## config.mk

```make
export PLATFORM = sky130hd
export DESIGN_NAME = pidaw_ctrl
export DESIGN_NICKNAME = d
export VERILOG_FILES = /design/src/pidaw_pkg.sv /design/src/pidaw_ctrl.sv
export SDC_FILE = /design/constraint.sdc
export NUM_CORES = 1
export LEC_CHECK = 0
export BUFFER_PORTS_ARGS = -buffer_cell sky130_fd_sc_hd__buf_4
export CELL_PAD_IN_SITES_DETAIL_PLACEMENT = 0
export CELL_PAD_IN_SITES_GLOBAL_PLACEMENT = 1
export CORE_ASPECT_RATIO = 1.5
export CORE_MARGIN = 3
export CORE_UTILIZATION = 41
export CTS_CLUSTER_DIAMETER = 30
export DETAILED_ROUTE_END_ITERATION = 10
export PLACE_DENSITY = 0.8
export SLEW_MARGIN = 10
export SYNTH_ARGS = -nofsm -noshare
export SYNTH_HDL_FRONTEND = slang
export SYNTH_SLANG_ARGS = --single-unit
export TNS_END_PERCENT = 5
```

## constraint.sdc

```tcl
create_clock -name clk_i -period 2.2 [get_ports clk_i]
set_input_delay 0.55 -clock clk_i [delete_from_list [all_inputs] [get_ports clk_i]]
set_output_delay 0.55 -clock clk_i [all_outputs]
set_load 0.05 [all_outputs]
```

## src/pidaw_pkg.sv

```systemverilog
// ----------------------------------------------------------------------------
// pidaw_pkg
// shared types and constants of the pid controller with integral clamp
// ----------------------------------------------------------------------------
package pidaw_pkg;

  localparam int unsigned WordW = 32;
  localparam int unsigned FracW = 16;
  localparam int unsigned GainW = WordW - 1;
  localparam int unsigned CfgIdxW = 3;

  localparam logic [CfgIdxW-1:0] RegGainP = 3'd0;
  localparam logic [CfgIdxW-1:0] RegGainI = 3'd1;
  localparam logic [CfgIdxW-1:0] RegGainD = 3'd2;
  localparam logic [CfgIdxW-1:0] RegLimit = 3'd3;
  localparam logic [CfgIdxW-1:0] RegTarget = 3'd4;

  localparam logic [GainW-1:0] GainPRst = 31'd5636;
  localparam logic [GainW-1:0] GainIRst = 31'd576;
  localparam logic [GainW-1:0] GainDRst = 31'd12255;
  localparam logic [GainW-1:0] LimitRst = 31'd642253;
  localparam logic [WordW-1:0] TargetRst = 32'hFFFD_8000;

  typedef enum logic [3:0] {
    OP_NOP,
    OP_CAPT,
    OP_MP,
    OP_MI,
    OP_IACC,
    OP_MQL,
    OP_MQH,
    OP_ACCHI,
    OP_CAPLD,
    OP_DSTEP,
    OP_CAPWB,
    OP_CQH,
    OP_IWB,
    OP_MD,
    OP_DLD,
    OP_DWB
  } op_e;

  typedef struct packed {
    op_e  op;
    logic dhold;
    logic sum;
  } cmd_t;

  typedef struct packed {
    logic iclip;
    logic dt_zero;
  } status_t;

endpackage

```

## src/pidaw_ctrl.sv

```systemverilog
// ----------------------------------------------------------------------------
// pidaw_ctrl
// step sequencer: walks one sample through the datapath and owns the handshakes
// ----------------------------------------------------------------------------
module pidaw_ctrl (
  input  logic               clk_i,
  input  logic               rst_ni,
  input  logic               in_valid_i,
  output logic               in_ready_o,
  output logic               out_valid_o,
  input  logic               out_ready_i,
  input  pidaw_pkg::status_t status_i,
  output pidaw_pkg::cmd_t    cmd_o
);

  localparam logic [4:0] S_IDLE   = 5'd0;
  localparam logic [4:0] S_MP     = 5'd1;
  localparam logic [4:0] S_MI     = 5'd2;
  localparam logic [4:0] S_IACC   = 5'd3;
  localparam logic [4:0] S_MQL    = 5'd4;
  localparam logic [4:0] S_MQH    = 5'd5;
  localparam logic [4:0] S_QCHK   = 5'd6;
  localparam logic [4:0] S_CHK    = 5'd7;
  localparam logic [4:0] S_CAPLD  = 5'd8;
  localparam logic [4:0] S_CAPDIV = 5'd9;
  localparam logic [4:0] S_CAPWB  = 5'd10;
  localparam logic [4:0] S_CQH    = 5'd11;
  localparam logic [4:0] S_CQS    = 5'd12;
  localparam logic [4:0] S_IWB    = 5'd13;
  localparam logic [4:0] S_MD     = 5'd14;
  localparam logic [4:0] S_DLD    = 5'd15;
  localparam logic [4:0] S_DDIV   = 5'd16;
  localparam logic [4:0] S_DWB    = 5'd17;
  localparam logic [4:0] S_DHOLD  = 5'd18;
  localparam logic [4:0] S_SUM    = 5'd19;

  logic [4:0] state_q, state_d;
  logic [5:0] cnt_q, cnt_d;
  logic       out_valid_q, out_valid_d;
  logic       out_free;

  assign in_ready_o  = (state_q == S_IDLE);
  assign out_valid_o = out_valid_q;
  assign out_free    = !out_valid_q || out_ready_i;

  always_comb begin
    state_d     = state_q;
    cnt_d       = cnt_q;
    out_valid_d = out_valid_q;
    cmd_o       = '{op: pidaw_pkg::OP_NOP, dhold: 1'b0, sum: 1'b0};
    if (out_valid_q && out_ready_i) begin
      out_valid_d = 1'b0;
    end
    unique case (state_q)
      S_IDLE: begin
        if (in_valid_i) begin
          cmd_o.op = pidaw_pkg::OP_CAPT;
          state_d  = S_MP;
        end
      end
      S_MP: begin
        cmd_o.op = pidaw_pkg::OP_MP;
        state_d  = S_MI;
      end
      S_MI: begin
        cmd_o.op = pidaw_pkg::OP_MI;
        state_d  = S_IACC;
      end
      S_IACC: begin
        cmd_o.op = pidaw_pkg::OP_IACC;
        state_d  = S_MQL;
      end
      S_MQL: begin
        cmd_o.op = pidaw_pkg::OP_MQL;
        state_d  = S_MQH;
      end
      S_MQH: begin
        cmd_o.op = pidaw_pkg::OP_MQH;
        state_d  = S_QCHK;
      end
      S_QCHK: begin
        cmd_o.op = pidaw_pkg::OP_ACCHI;
        state_d  = S_CHK;
      end
      S_CHK: begin
        state_d = status_i.iclip ? S_CAPLD : S_IWB;
      end
      S_CAPLD: begin
        cmd_o.op = pidaw_pkg::OP_CAPLD;
        cnt_d    = '0;
        state_d  = S_CAPDIV;
      end
      S_CAPDIV: begin
        cmd_o.op = pidaw_pkg::OP_DSTEP;
        cnt_d    = cnt_q + 6'd1;
        if (cnt_q == 6'd63) begin
          state_d = S_CAPWB;
        end
      end
      S_CAPWB: begin
        cmd_o.op = pidaw_pkg::OP_CAPWB;
        state_d  = S_CQH;
      end
      S_CQH: begin
        cmd_o.op = pidaw_pkg::OP_CQH;
        state_d  = S_CQS;
      end
      S_CQS: begin
        cmd_o.op = pidaw_pkg::OP_ACCHI;
        state_d  = S_IWB;
      end
      S_IWB: begin
        cmd_o.op = pidaw_pkg::OP_IWB;
        state_d  = status_i.dt_zero ? S_DHOLD : S_MD;
      end
      S_MD: begin
        cmd_o.op = pidaw_pkg::OP_MD;
        state_d  = S_DLD;
      end
      S_DLD: begin
        cmd_o.op = pidaw_pkg::OP_DLD;
        cnt_d    = '0;
        state_d  = S_DDIV;
      end
      S_DDIV: begin
        cmd_o.op = pidaw_pkg::OP_DSTEP;
        cnt_d    = cnt_q + 6'd1;
        if (cnt_q == 6'd63) begin
          state_d = S_DWB;
        end
      end
      S_DWB: begin
        cmd_o.op = pidaw_pkg::OP_DWB;
        state_d  = S_SUM;
      end
      S_DHOLD: begin
        cmd_o.dhold = 1'b1;
        state_d     = S_SUM;
      end
      S_SUM: begin
        // result register must be free before the new beat lands
        if (out_free) begin
          cmd_o.sum   = 1'b1;
          out_valid_d = 1'b1;
          state_d     = S_IDLE;
        end
      end
      default: begin
        state_d = S_IDLE;
      end
    endcase
  end

  always_ff @(posedge clk_i or negedge rst_ni) begin
    if (!rst_ni) begin
      state_q     <= S_IDLE;
      cnt_q       <= '0;
      out_valid_q <= 1'b0;
    end else begin
      state_q     <= state_d;
      cnt_q       <= cnt_d;
      out_valid_q <= out_valid_d;
    end
  end

endmodule

```

==> metrics.md <==
| Metric | Value |
|---|---|
| Status | `complete, no violations` |
| Crit-path max cell delay | `approximately 0.54 ns` |
| Worst Clk Skew | `between 0.0004 and 0.0005 ns` |
| Post-synthesis sequential area ratio | `0.333` |
| Avg WL per Cell | `~15 um` |
| Lkg Pwr | `between 0.5 and 0.6 nW` |
| Worst setup SP type | `flip-flop` |
| Endpoints failing hold | `0` |
| Critical-path cell list | `inv_2, a21oi_1, o31a_1, o32ai_2, buf_4` |
| Num CTS Buffers | `3` |
| DRC | `0` |
| Dpl cell area | `between 1000 and 1500 um2` |
| Syn_nets | `approximately 110` |
| Layout net count | `127` |
| # port buffers | `13` |
| Initial antenna violation count | `0` |
| Number of placement rows | `20` |
| Placed cells | `~140` |
| Uppermost layer routed | `met4` |
| Max Fclk | `463 MHz` |
| Syn Inst Count | `about 100` |
| Final period util | `0.983` |
| Via Count | `~840` |
| Finished Layout Cells | `approximately 140` |
| Slew HR | `0.770` |
| Setup CP Type | `flip-flop to output port` |
| Syn Area/Cell | `roughly 8.7 um2` |
| Required time of the critical path | `roughly 1.7 ns` |
| Layout cells sized above 1 | `0.345` |
| RD Place Congestion | `0.829` |
| Ys Warns | `0` |
| DR iter-0 viols | `22` |
| Syn-to-layout area delta | `25.4%` |
| Top Ports | `14` |
| Sink Count | `12` |
| Cell Area, Synth | `about 900 um2` |
| Setup violations, final | `0` |
| WL met3 | `51 um` |
| Filler cell count in the final layout | `200` |
| Pwr dens | `about 1700 nW/um2` |
| Peak VDD IR | `between 1000 and 1500 uV` |
| Ys async rst share | `1.00` |
| Worst path slowest cell | `dfrtp_2` |
| CP endpoint kind | `output port` |
| RSZ-0062 raised after global routing | `true` |
| DRT antenna net count | `0` |
| Met2 WL | `roughly 1200 um` |
| CTS tree | `yes` |
| Die ar. | `around 2800 um2` |
| Clock Path Buffers | `2` |
| GRT overflow | `0` |
| GR Util All Layers | `0.164` |
| Vias per cell | `roughly 6` |
| Slew Viols, Final | `0` |
| WHS | `between 0.1 and 0.15 ns` |
| ANT cells | `0` |
| Routed wire length | `~2100 um` |
| DP Wirelength | `1620 um` |
| Initial Util | `0.440` |
| DR pass1 iterations | `4` |
| Clock latency on the worst-skew pair | `approximately 0.27 ns` |
| Max FO, Critical Path | `17` |
| Root Driver | `clkbuf_4` |
| Top_reg_cell synth | `dfrtp_1` |
| Max cap viols | `0` |
| Hold_buf cts | `0` |
| Design area | `around 1100 um2` |
| M1 WL | `~850 um` |
| Crit path time final | `2.16 ns` |
| Die X | `~44 um` |
| Post-synth EDFFs | `0` |
| Number of global-route vias before repair | `~800` |
| Worst-Margin Slew | `~0.34 ns` |
| Largest net degree at the start of global routing | `18` |
| Utilization after layout | `0.551` |
| Synth unique cells | `42` |
| First-pass GRT wire length | `3530 um` |
| Design Power | `around 2.0 mW` |
| Post-CTS setup repair buffer count | `0` |
| Die outline height | `around 63 um` |
| Core ar. | `slightly above 2000 um2` |
| H-tree depth | `1` |
| Worst hold path class | `primary input to async pin` |
| Yosys reg bits | `12` |
| Clock-pin transition on the worst setup and hold timing paths | `~0.07 ns` |
| WP data arrival | `1.61 ns` |
## sequential cells by signal, summed over array words and instances (netlist names)
| name | cells |
|---|---|
| cnt_q | 6 |
| out_valid_o | 1 |
| state_q | 5 |
## critical path, delay by kind of cell, from the launching register on
| kind | cells | cell delay (ns) |
|---|---|---|
| buffers and inverters | 2 | 0.36 |
| AOI/OAI and AO/OA | 3 | 0.43 |
| DFF | 1 | 0.54 |
## where the power goes
part | leakage (nW) | switching, mW | total (mW) | internal, mW
combinational | 0.324 | 0.820 | 1.38 | 0.564
clock | 0.0210 | 0.0718 | 0.172 | 0.100
sequential | 0.155 | 0.119 | 0.417 | 0.298
total | 0.500 | 1.01 | 1.97 | 0.962
## layout make-up
cell class | instances | area, um2 | share of cell area
clock buffer | 4 | 36.3 | 0.0321
inverter | 4 | 15.0 | 0.0133
multi-input combinational | 79 | 588 | 0.520
sequential | 12 | 303 | 0.268
tap | 22 | 27.5 | 0.0243
timing repair buffer | 20 | 161 | 0.143
## final timing paths
| path | from | end | slack (ns) | cells after the start |
|---|---|---|---|---|
| setup / recovery | state_q[0] | cmd_o[2] | 0.04 | 5 |
| hold / removal | rst_ni | cnt_q[1] | 0.10 | 1 |
| setup reg to reg | cnt_q[1] | state_q[0] | 0.49 | 5 |
| hold reg to reg | cnt_q[5] | cnt_q[5] | 0.48 | 1 |
| max in group asynchronous | rst_ni | state_q[1] | 1.93 | 1 |
| min in group clk_i | cnt_q[5] | cnt_q[5] | 0.48 | 1 |
## Yosys cell counts, drive strengths merged, types with 3 or more instances
cell type / instances / area [um2]
dfrtp: 12 / 300
nand2: 8 / 30.0
nor2: 7 / 26.3
a21oi: 6 / 30.0
clkbuf: 6 / 22.5
o21ai: 5 / 25.0
inv: 4 / 15.0
nand3: 4 / 20.0
a22oi: 3 / 22.5
a31oi: 3 / 18.8
and2: 3 / 18.8
buf: 3 / 17.5
mux2i: 3 / 30.0
nor2b: 3 / 18.8
nor3: 3 / 15.0
nor3b: 3 / 22.5
## cell usage in the layout, fill, tap and decap left out, types with 2 or more instances in the layout
cell      netlist  layout
a22o_1          2       2
and2_1          3       3
nor2_1          7       6
a22oi_1         3       3
nor2b_2         0       3
mux2i_1         3       3
nand4_1         2       2
buf_6           0       3
inv_2           2       2
nand3_1         4       4
nand2_1         8       8
clkbuf_4        0       3
o21ai_1         3       3
o32ai_2         0       2
buf_4           1      17
nor3_1          3       3
nor3b_1         3       3
dfrtp_1        12      10
and3_1          2       2
dfrtp_2         0       2
xnor2_1         2       2
o21ai_0         2       2
a31oi_1         3       3
inv_1           2       2
a21oi_1         6       6
## logic make-up after synthesis
logic type,after synthesis,share of synthesized area
adders and majority gates,1,0.0139
buffers and inverters,13,0.0610
DFF,12,0.333
muxes,5,0.0624
AOI/OAI and AO/OA,28,0.233
and+or+nand+nor,42,0.268
xor gates and xnor gates,3,0.0291
## layer usage
metal | global-route usage | vias to the layer above
met3 | 0.0114 | 2
met1 | 0.190 | 412
met5 | 0 | -
li1 | - | 411
met4 | 0.0679 | 0
met2 | 0.296 | 16
## through the flow
step | TNS, ns | worst slack, ns
final | 0 | 0.0382
after global routing | -0.0740 | -0.0417
after CTS | 0 | 0.0174
after detailed placement | 0 | 0.228
after global placement | 0 | 0.254
after floorplan | -1.05 | -0.411
## repair_timing
action / CTS / global route
pin swaps: 0 / 1
resized for setup: 2 / 8
setup endpoints to repair: 4 / 5
(Power assumes the default switching activity.)
